$ cat config.mk
export PLATFORM = sky130hd
export DESIGN_NAME = free_list_block_allocator
export DESIGN_NICKNAME = d
export VERILOG_FILES = /design/src/hdl/flba_pkg.sv /design/src/hdl/flba_ctrl.sv /design/src/hdl/flba_dpath.sv /design/src/hdl/free_list_block_allocator.sv
export VERILOG_INCLUDE_DIRS = /design/src /design/src/hdl
export SDC_FILE = /design/constraint.sdc
export NUM_CORES = 1
export LEC_CHECK = 0
export ABC_AREA = 1
export BUFFER_PORTS_ARGS = -buffer_cell sky130_fd_sc_hd__buf_2
export CAP_MARGIN = 0
export CORE_ASPECT_RATIO = 0.5
export CORE_UTILIZATION = 50
export DETAILED_ROUTE_END_ITERATION = 16
export GPL_TIMING_DRIVEN = 0
export HOLD_SLACK_MARGIN = 0.02
export PLACE_DENSITY = 0.72
export REMOVE_ABC_BUFFERS = 1
export SYNTH_ARGS = -nofsm -noshare
export SYNTH_HDL_FRONTEND = slang
export SYNTH_SLANG_ARGS = --single-unit
$ cat constraint.sdc
create_clock -name clk -period 5.55 [get_ports clk]
set_input_delay 1.11 -clock clk [delete_from_list [all_inputs] [get_ports clk]]
set_output_delay 1.11 -clock clk [all_outputs]
set_load 0.1 [all_outputs]
$ cat src/hdl/free_list_block_allocator_assert.svh
// Assertion macros for the free-list block allocator, clocked on clk and disabled in reset.
`ifndef FREE_LIST_BLOCK_ALLOCATOR_ASSERT_SVH
`define FREE_LIST_BLOCK_ALLOCATOR_ASSERT_SVH

`ifndef SYNTH
// The consequent must hold in the same cycle as the antecedent.
`define FLBA_ASSERT_NOW(lbl, ante, cons, msg) \
  lbl: assert property (@(posedge clk) disable iff (!rst_n) (ante) |-> (cons)) \
    else $error(msg);
// The consequent must hold in the cycle after the antecedent.
`define FLBA_ASSERT_NEXT(lbl, ante, cons, msg) \
  lbl: assert property (@(posedge clk) disable iff (!rst_n) (ante) |=> (cons)) \
    else $error(msg);
`else
`define FLBA_ASSERT_NOW(lbl, ante, cons, msg)
`define FLBA_ASSERT_NEXT(lbl, ante, cons, msg)
`endif

`endif

$ cat src/hdl/flba_pkg.sv
// Shared types and constants of the free-list block allocator.
package flba_pkg;

  localparam int IDX_W = 6;
  localparam int CNT_W = 7;
  localparam int ST_W  = 2;

  // Block count after reset, before saturation to the pool depth.
  localparam int CNT_RESET = 64;

  localparam logic KIND_ALLOC = 1'b0;
  localparam logic KIND_FREE  = 1'b1;

  localparam logic [ST_W-1:0] ST_OK    = 2'd0;
  localparam logic [ST_W-1:0] ST_EMPTY = 2'd1;
  localparam logic [ST_W-1:0] ST_RANGE = 2'd2;

  typedef struct packed {
    logic             kind;
    logic [IDX_W-1:0] free_index;
  } req_t;

  typedef struct packed {
    logic [IDX_W-1:0] block_index;
    logic [ST_W-1:0]  status;
  } rsp_t;

  typedef struct packed {
    logic sweep;
    logic accept;
    logic commit;
  } ctl_cmd_t;

  typedef struct packed {
    logic sweep_last;
    logic slot_free;
  } dp_sts_t;

endpackage

$ cat src/hdl/flba_ctrl.sv
// Controller of the free-list block allocator: init sweep, accept and commit sequencing.
module flba_ctrl (
  input  logic               clk,
  input  logic               rst_n,
  input  logic               cfg_fire,
  input  logic               in_valid,
  output logic               in_ready,
  input  flba_pkg::dp_sts_t  sts,
  output flba_pkg::ctl_cmd_t cmd
);

  typedef enum logic [1:0] {
    INIT,
    IDLE,
    EXEC
  } state_t;

  state_t state_r;
  state_t state_nxt;
  logic   in_ready_r;

  always_comb begin
    cmd.sweep  = (state_r == INIT);
    cmd.accept = in_valid && in_ready_r;
    cmd.commit = (state_r == EXEC) && sts.slot_free;
  end

  always_comb begin
    state_nxt = state_r;
    case (state_r)
      INIT: begin
        if (sts.sweep_last) begin
          state_nxt = IDLE;
        end
      end
      IDLE: begin
        if (cmd.accept) begin
          state_nxt = EXEC;
        end
      end
      EXEC: begin
        if (cmd.commit) begin
          state_nxt = IDLE;
        end
      end
      default: begin
        state_nxt = INIT;
      end
    endcase
    // A count write always rebuilds the chain from the start.
    if (cfg_fire) begin
      state_nxt = INIT;
    end
  end

  always_ff @(posedge clk) begin
    if (!rst_n) begin
      state_r    <= INIT;
      in_ready_r <= 1'b0;
    end else begin
      state_r    <= state_nxt;
      in_ready_r <= (state_nxt == IDLE);
    end
  end

  assign in_ready = in_ready_r;

endmodule

$ cat src/hdl/flba_dpath.sv
// Datapath of the free-list block allocator: link memory, head, count and result register.
module flba_dpath #(
  parameter int POOL_DEPTH = 64
) (
  input  logic                       clk,
  input  logic                       rst_n,
  input  flba_pkg::ctl_cmd_t         cmd,
  output flba_pkg::dp_sts_t          sts,
  input  logic                       cfg_fire,
  input  logic [flba_pkg::CNT_W-1:0] cfg_data,
  input  flba_pkg::req_t             in_req,
  output logic                       out_valid,
  input  logic                       out_ready,
  output flba_pkg::rsp_t             out_rsp
);

  localparam int LINK_W = $clog2(POOL_DEPTH + 1);
  localparam int ADDR_W = (POOL_DEPTH > 1) ? $clog2(POOL_DEPTH) : 1;
  localparam int CMP_W  = (LINK_W > flba_pkg::CNT_W) ? LINK_W : flba_pkg::CNT_W;
  localparam int RST_CNT = (POOL_DEPTH < flba_pkg::CNT_RESET) ? POOL_DEPTH
                                                               : flba_pkg::CNT_RESET;
  localparam logic [LINK_W-1:0] NULL_LINK = LINK_W'(POOL_DEPTH);
  localparam logic [LINK_W-1:0] LAST_IDX  = LINK_W'(POOL_DEPTH - 1);
  localparam logic [LINK_W-1:0] RST_COUNT = LINK_W'(RST_CNT);

  logic [LINK_W-1:0]  link_mem [POOL_DEPTH];
  logic [LINK_W-1:0]  rd_link_r;
  logic [LINK_W-1:0]  head_r;
  logic [LINK_W-1:0]  head_nxt;
  logic [LINK_W-1:0]  count_r;
  logic [LINK_W-1:0]  sweep_r;
  flba_pkg::req_t     req_r;
  logic               out_valid_r;
  flba_pkg::rsp_t     out_rsp_r;
  flba_pkg::rsp_t     rsp;

  logic [LINK_W-1:0]  cfg_sat;
  logic [LINK_W-1:0]  sweep_succ;
  logic [LINK_W-1:0]  sweep_link;
  logic               head_null;
  logic               idx_in_range;
  logic               wr_en;
  logic [ADDR_W-1:0]  wr_addr;
  logic [LINK_W-1:0]  wr_data;
  logic [ADDR_W-1:0]  head_addr;

  assign cfg_sat = (CMP_W'(cfg_data) > CMP_W'(POOL_DEPTH)) ? NULL_LINK
                                                          : LINK_W'(cfg_data);

  // During the sweep entry i links to i+1, and the last entry in use to null.
  assign sweep_succ = sweep_r + LINK_W'(1);
  assign sweep_link = (sweep_succ < count_r) ? sweep_succ : NULL_LINK;

  assign head_null    = (head_r >= NULL_LINK);
  assign head_addr    = head_r[ADDR_W-1:0];
  assign idx_in_range = (CMP_W'(req_r.free_index) < CMP_W'(count_r));

  assign sts.sweep_last = (sweep_r == LAST_IDX);
  assign sts.slot_free  = !out_valid_r || out_ready;

  always_comb begin
    rsp.block_index = '0;
    rsp.status      = flba_pkg::ST_OK;
    head_nxt        = head_r;
    if (req_r.kind == flba_pkg::KIND_ALLOC) begin
      if (head_null) begin
        rsp.status = flba_pkg::ST_EMPTY;
      end else begin
        rsp.block_index = flba_pkg::IDX_W'(head_r);
        head_nxt        = rd_link_r;
      end
    end else begin
      if (idx_in_range) begin
        head_nxt = LINK_W'(req_r.free_index);
      end else begin
        rsp.status = flba_pkg::ST_RANGE;
      end
    end
  end

  always_comb begin
    wr_en   = cmd.sweep ||
              (cmd.commit && (req_r.kind == flba_pkg::KIND_FREE) && idx_in_range);
    wr_addr = cmd.sweep ? sweep_r[ADDR_W-1:0] : ADDR_W'(req_r.free_index);
    wr_data = cmd.sweep ? sweep_link : head_r;
  end

  always_ff @(posedge clk) begin
    if (wr_en) begin
      link_mem[wr_addr] <= wr_data;
    end
    // The link of the head is fetched as the item is taken, ready for the commit.
    if (cmd.accept && !head_null) begin
      rd_link_r <= link_mem[head_addr];
    end
    if (cmd.accept) begin
      req_r <= in_req;
    end
    if (cmd.commit) begin
      out_rsp_r <= rsp;
    end
  end

  always_ff @(posedge clk) begin
    if (!rst_n) begin
      count_r     <= RST_COUNT;
      sweep_r     <= '0;
      head_r      <= '0;
      out_valid_r <= 1'b0;
    end else begin
      if (cfg_fire) begin
        count_r <= cfg_sat;
        sweep_r <= '0;
      end else if (cmd.sweep) begin
        sweep_r <= sweep_succ;
      end
      if (cmd.sweep && sts.sweep_last) begin
        head_r <= (count_r == '0) ? NULL_LINK : '0;
      end else if (cmd.commit) begin
        head_r <= head_nxt;
      end
      if (cmd.commit) begin
        out_valid_r <= 1'b1;
      end else if (out_ready) begin
        out_valid_r <= 1'b0;
      end
    end
  end

  assign out_valid = out_valid_r;
  assign out_rsp   = out_rsp_r;

endmodule

$ cat src/hdl/free_list_block_allocator.sv
// Top level of the free-list block allocator: controller, datapath and assertions.
//
// Hands out and takes back pool blocks by index through a LIFO free list held in a
// single-port link memory of POOL_DEPTH entries. Each request item is accepted in
// the idle step, which fetches the link of the current head from the synchronous
// link memory, and committed in the execute step, which sets the new head and loads
// the result register; no new item is accepted until the last one has committed,
// and a stalled result holds the commit until the register frees.
// After reset and after every write of the block count, an initialisation pass over
// all POOL_DEPTH entries rebuilds the chain 0 -> 1 -> ... -> count-1 one entry a cycle,
// and no request item is accepted during it. The configuration port is always ready.
`include "free_list_block_allocator_assert.svh"

module free_list_block_allocator #(
  parameter int POOL_DEPTH = 64
) (
  input  logic                       clk,
  input  logic                       rst_n,
  input  logic                       cfg_valid,
  output logic                       cfg_ready,
  input  logic [flba_pkg::CNT_W-1:0] cfg_data,
  input  logic                       in_valid,
  output logic                       in_ready,
  input  flba_pkg::req_t             in_req,
  output logic                       out_valid,
  input  logic                       out_ready,
  output flba_pkg::rsp_t             out_rsp
);

  flba_pkg::ctl_cmd_t cmd;
  flba_pkg::dp_sts_t  sts;
  logic               cfg_fire;

  assign cfg_ready = 1'b1;
  assign cfg_fire  = cfg_valid;

  flba_ctrl u_ctrl (
    .clk      (clk),
    .rst_n    (rst_n),
    .cfg_fire (cfg_fire),
    .in_valid (in_valid),
    .in_ready (in_ready),
    .sts      (sts),
    .cmd      (cmd)
  );

  flba_dpath #(
    .POOL_DEPTH (POOL_DEPTH)
  ) u_dpath (
    .clk       (clk),
    .rst_n     (rst_n),
    .cmd       (cmd),
    .sts       (sts),
    .cfg_fire  (cfg_fire),
    .cfg_data  (cfg_data),
    .in_req    (in_req),
    .out_valid (out_valid),
    .out_ready (out_ready),
    .out_rsp   (out_rsp)
  );

  // One item at a time: taking an item closes the input until its result is committed.
  `FLBA_ASSERT_NEXT(a_accept_closes, in_valid && in_ready, !in_ready, "input open after accept")
  // A count write starts the rebuild, during which no item may enter.
  `FLBA_ASSERT_NEXT(a_cfg_rebuilds, cfg_valid && cfg_ready, !in_ready, "input open after cfg")
  // A new result is only committed out of the execute step, never straight from idle.
  `FLBA_ASSERT_NOW(a_result_after_exec, $rose(out_valid), !$past(in_ready), "result without exec")
  `FLBA_ASSERT_NOW(a_status_legal, out_valid, (out_rsp.status == flba_pkg::ST_OK) || (out_rsp.status == flba_pkg::ST_EMPTY) || (out_rsp.status == flba_pkg::ST_RANGE), "illegal status code")

endmodule

Word level (Yosys, flattened, before mapping). Memories as Yosys holds them, arrays and structs flattened. A register that Yosys moved wholly into a read port is not among the register bits. Index checks and enable logic that the tools add are counted.

Register bits: 40. Bits in writable memories: 448. Input port bits: 19. Output and inout port bits: 11. Word-level logic and storage cells: 62. Memories kept: 1.

Memories: u_dpath.link_mem (words 64, bits a word 7, read ports 1, clocked after Yosys merged registers in 1, write ports 1, line flba_dpath.sv:26) `logic [LINK_W-1:0] link_mem [POOL_DEPTH];`.

Add/sub/neg operators: 1. Order comparisons: 4. Eq/ne operators: 6. Multiplexer cells: 22. Bitwise logic cells: 1. Reduce and logical (&&, ||, !) cells: 17.

Operator list (count): two-way mux 7 bit (9); two-way mux 2 bit (6); adder 7 x 1 -> 7 bit (second input constant) (1); == test 7 x 6 -> 1 bit (second input constant) (1); >= comparator 7 bit (second input constant) (1); > comparator 7 bit (second input constant) (1); zero test 7 bit (1); < comparator 6 x 7 -> 1 bit (1); < comparator 7 bit (1); logical AND 1 bit (6); two-way mux 6 bit (1); one-hot mux 2 bit (3 select lines) (1); two-way mux 1 bit (5); == test 2 x 1 -> 1 bit (second input constant) (2); nonzero test 2 bit (2); OR reduction 2 bit (2); inequality test 3 x 2 -> 1 bit (second input constant) (1); inequality test 3 bit (second input constant) (1); AND reduction 3 bit (1); == test 2 bit (second input constant) (1); zero test 1 bit (2); zero test 2 bit (1); logical OR 1 bit (2); NOT 1 bit (1).

Depth between registers and ports, before layout.
Depth after elaboration: 8. Mapped depth: 13. Depth with buffers taken out: 13.

Modules after synthesis. From an unflattened synthesis, not the netlist that was laid out.

Cells, all modules: 1871. Area total of the unflattened synthesis: 20761.2 um^2.

By module, submodules not included: flba_dpath (times used 1, cells an instance 1842, area an instance 20591.0 um^2, seq. area each 14554.0 um^2); flba_ctrl (times used 1, cells an instance 27, area an instance 158.9 um^2, seq. area each 60.1 um^2); free_list_block_allocator (times used 1, cells an instance 2, area an instance 11.3 um^2, seq. area each 0.0 um^2).

Worst setup path before layout. OpenSTA, ideal clock, no wires.

Kind: reg-to-reg. Start point: register u_dpath.sweep_r[0]. End point: memory u_dpath.link_mem[0][6] (netlist name), data pin. Setup time: 0.548 ns. Arrival: 3.577 ns. Required time: 5.002 ns. Setup slack: 1.425 ns. Cell stages (with the launch flop): 10. Path buffers: 0. Clock period less this slack: 4.125 ns. Cells stage by stage: dfxtp_1 -> ha_1 -> nand4_1 -> o21ai_0 -> nand2_1 -> ha_1 -> nand2_1 -> o211ai_1 -> nor2_1 -> a21oi_1.

Longest elaborated chain between the ends: 4.

RTL lines: from (decl) (line flba_dpath.sv:31) `logic [LINK_W-1:0] sweep_r;`; from (signal assigned) (line flba_dpath.sv:115) `sweep_r <= sweep_succ;`; adder 7 x 1 -> 7 bit (*) (line flba_dpath.sv:51) `assign sweep_succ = sweep_r + LINK_W'(1);`; net u_dpath.sweep_succ[6] (line flba_dpath.sv:38) `logic [LINK_W-1:0] sweep_succ;`; < comparator 7 bit (line flba_dpath.sv:52) `assign sweep_link = (sweep_succ < count_r) ? sweep_succ : NULL_LINK;`; two-way mux 7 bit (*) (line flba_dpath.sv:52); two-way mux 7 bit (*) (line flba_dpath.sv:85) `wr_data = cmd.sweep ? sweep_link : head_r;`; net u_dpath.wr_data[6] (line flba_dpath.sv:44) `logic [LINK_W-1:0] wr_data;`; to (decl) (line flba_dpath.sv:26).

The timed path passes the listed nets; every way through them passes the cells marked *.

Final worst setup path.
Start point: register u_dpath.sweep_r[0]. End point: memory u_dpath.link_mem[63][2] (netlist name), data pin.

Longest elaborated chain between the ends: 4.

RTL lines (line): adder 7 x 1 -> 7 bit (flba_dpath.sv:51); net u_dpath.sweep_succ[6] (flba_dpath.sv:38); < comparator 7 bit (flba_dpath.sv:52); two-way mux 7 bit (flba_dpath.sv:52); two-way mux 7 bit (flba_dpath.sv:85); net u_dpath.wr_data[2] (flba_dpath.sv:44).

The timed path passes the listed nets, and every way through them passes these cells.

==> reports/summary.txt <==
H-tree depth -> 2
PnR worst setup slack -> 1.58 ns
Max Used Layer -> met4
Fin. Hold Viols -> 0
final net count -> 1952
clk_skew -> 0.0149 ns
Final HPWL DP -> 28800 um
Via-to-Cell Ratio -> 5.61
vias -> 14000
total wire length -> 48300 um
TritonCTS buffer count -> 45
CP Class -> register to register
Final Slew Violations -> 0
Final Instance Area -> 23300 um^2
Setup TNS Final -> 0 ns
register bit count reported by yosys -> 495
first-pass GRT wire length -> 74800 um
vias in the first global route -> 13100
final period utilization -> 0.715
DIE WIDTH -> 292 um
fmax -> 0.252 GHz
type of the tightest min-delay check -> register to register
Critical Path Start Type -> register
Avg Cell Area, Syn -> 10.9 um^2
Area growth, synth to finish -> 10.7%
Clock transition at path regs -> 0.07 ns
Post-synth top cells -> nand2_1, edfxtp_1, nand3_1, inv_1, nor2_1
CTS tree -> done
# Max-Cap Violations -> 0
row count -> 52
share of cells above drive strength 1 -> 0.0834
clock buffer depth -> 3
prevailing post-synth register cell -> edfxtp_1
worst slack, placed -> 1.65 ns
synth unique cells -> 36
Peak VDD IR -> 0.215 mV
Async SR Flop Fraction -> 0
Crit path arrival time -> 4.25 ns
status -> finished clean
Core ar. -> 40900 um^2
count leader, synth -> nand2_1
Post-CTS Hold Buffers -> 0
Post-Synthesis Cell Area -> 21000 um^2
Syn Inst Count -> 1929
post_cts resized -> 0
WL met1 -> 20200 um
Worst slew margin -> 0.116
largest net degree at the start of global routing -> 141
share of the synthesized area in the top cell type -> 0.671
Crit Path Max Fanout -> 33
Leakage -> 8.75 nW
# DRC -> 0
DR WL/cell -> 19.4 um
# IOs -> 30
Crit. End Element -> register
Worst Tran Pin Value -> 1.32 ns
unrepaired setup endpoints after global routing -> no
post-CTS setup buffers -> 0
Finish-stage setup viols -> 0
Iter 0 DRT Violations -> 1561
Starting Density -> 0.514
grt total ovfl -> 0
Placer Congestion -> 0.879
Tot GR Track Use -> 0.227
antenna cells -> 0
Post-DP Area -> 22000 um^2
number of synthesized flops with an enable pin -> 470
Port-buffer cells -> 28
post-layout min period -> 3.97 ns
pwr/cell area -> 306 nW/um^2
Met3 Wirelength -> 4610 um
Root Buffer -> clkbuf_16
met2 wire len -> 22400 um
Die ar. -> 42900 um^2
Die Y -> 147 um
Skew-Pair Late Insertion Delay -> 0.56 ns
top cells by area, synth -> edfxtp_1, nand2_1, nand3_1
Seq/Total Area, Yosys -> 0.695
Post-DRT Antenna Nets -> 0
initial antenna violation count -> 0
post-synth top area cell -> edfxtp_1
Num Clock Sinks -> 495
Syn. warnings -> 0
Req. time, crit path -> 5.84 ns
Pre-antenna DRT Iters -> 5
routing by layer:
metal / vias up / global-route usage
li1: 6591 / -
met1: 6681 / 0.320
met2: 633 / 0.358
met3: 85 / 0.0466
met4: 0 / 0.0700
met5: - / 0
registers in the layout, summed over array words and instances (netlist names):
signal	count
u_dpath.sweep_r	7
u_dpath.head_r	7
u_dpath.rd_link_r	7
u_dpath.count_r	7
u_dpath.link_mem	448
u_dpath.out_rsp	8
u_ctrl.in_ready	1
u_dpath.out_valid	1
u_dpath.req_r	7
u_ctrl.state_r	2
final timing paths:
kind                                    startpoint                 endpoint  slack (ns)  cells past startpoint
worst max-delay path            u_dpath.sweep_r[0]  u_dpath.link_mem[63][2]        1.58                      9
worst min-delay path            u_dpath.sweep_r[3]       u_dpath.sweep_r[3]        0.52                      2
worst max register to register  u_dpath.sweep_r[0]  u_dpath.link_mem[63][2]        1.58                      9
worst min register to register  u_dpath.sweep_r[3]       u_dpath.sweep_r[3]        0.52                      2
cells in the final DEF, fill, tap and decap left out, types with 11 or more instances in the layout:
cell type  count
a21oi_1       16
buf_16        11
buf_2         28
clkbuf_1      11
clkbuf_16     45
clkinv_1      12
dfxtp_1       22
edfxtp_1     470
ha_1          12
inv_1         88
nand2_1      677
nand3_1      397
nor2_1        55
nor2_4        16
o21ai_0       13
per-stage QoR:
step	power (mW)	util	instances	hold WS, ns
2_1_floorplan	4.24	-	1827	0.472
6_report	7.13	0.569	2494	0.523
3_5_place_dp	4.32	0.536	2414	0.507
5_1_grt	7.30	0.569	2494	0.554
3_3_place_gp	4.30	0.522	2395	0.489
4_1_cts	7.14	0.569	2494	0.516
where the power goes:
group | total, mW | switching [mW] | internal, mW
Clock | 2.89 | 1.32 | 1.58
Sequential | 4.09 | 0.00489 | 4.08
Combinational | 0.156 | 0.109 | 0.0469
cell type report:
type                       count  area (um^2)
fill                        3196        17600
clock buffer                  59         1210
multi-input combinational   1231         5650
timing repair buffer          47          603
inverter                     101          399
sequential                   495        14600
clock inverter                21          124
tap                          540          676
critical path: stages (launching register included):
cell and delay (ns):
dfxtp_1 0.51, ha_1 0.28, nand4_1 0.15, o21ai_0 0.26, nand2_1 0.09, ha_1 0.29
nand2_1 0.07, o211ai_1 1.04, o22ai_4 0.61, buf_12 0.38
cells by family (layout without fill, tap and decap cells):
| logic type | after synthesis | count (layout) | synth area share |
|---|---|---|---|
| compound gates | 49 | 49 | 0.0152 |
| simple gates | 1167 | 1167 | 0.241 |
| other cells | 1 | 1 | 0.000178 |
| fa+ha+maj | 12 | 12 | 0.00714 |
| xor+xnor | 2 | 2 | 0.000833 |
| flops | 495 | 495 | 0.695 |
| buf+inv | 203 | 228 | 0.0408 |
Power figures use the tool's default switching activity.
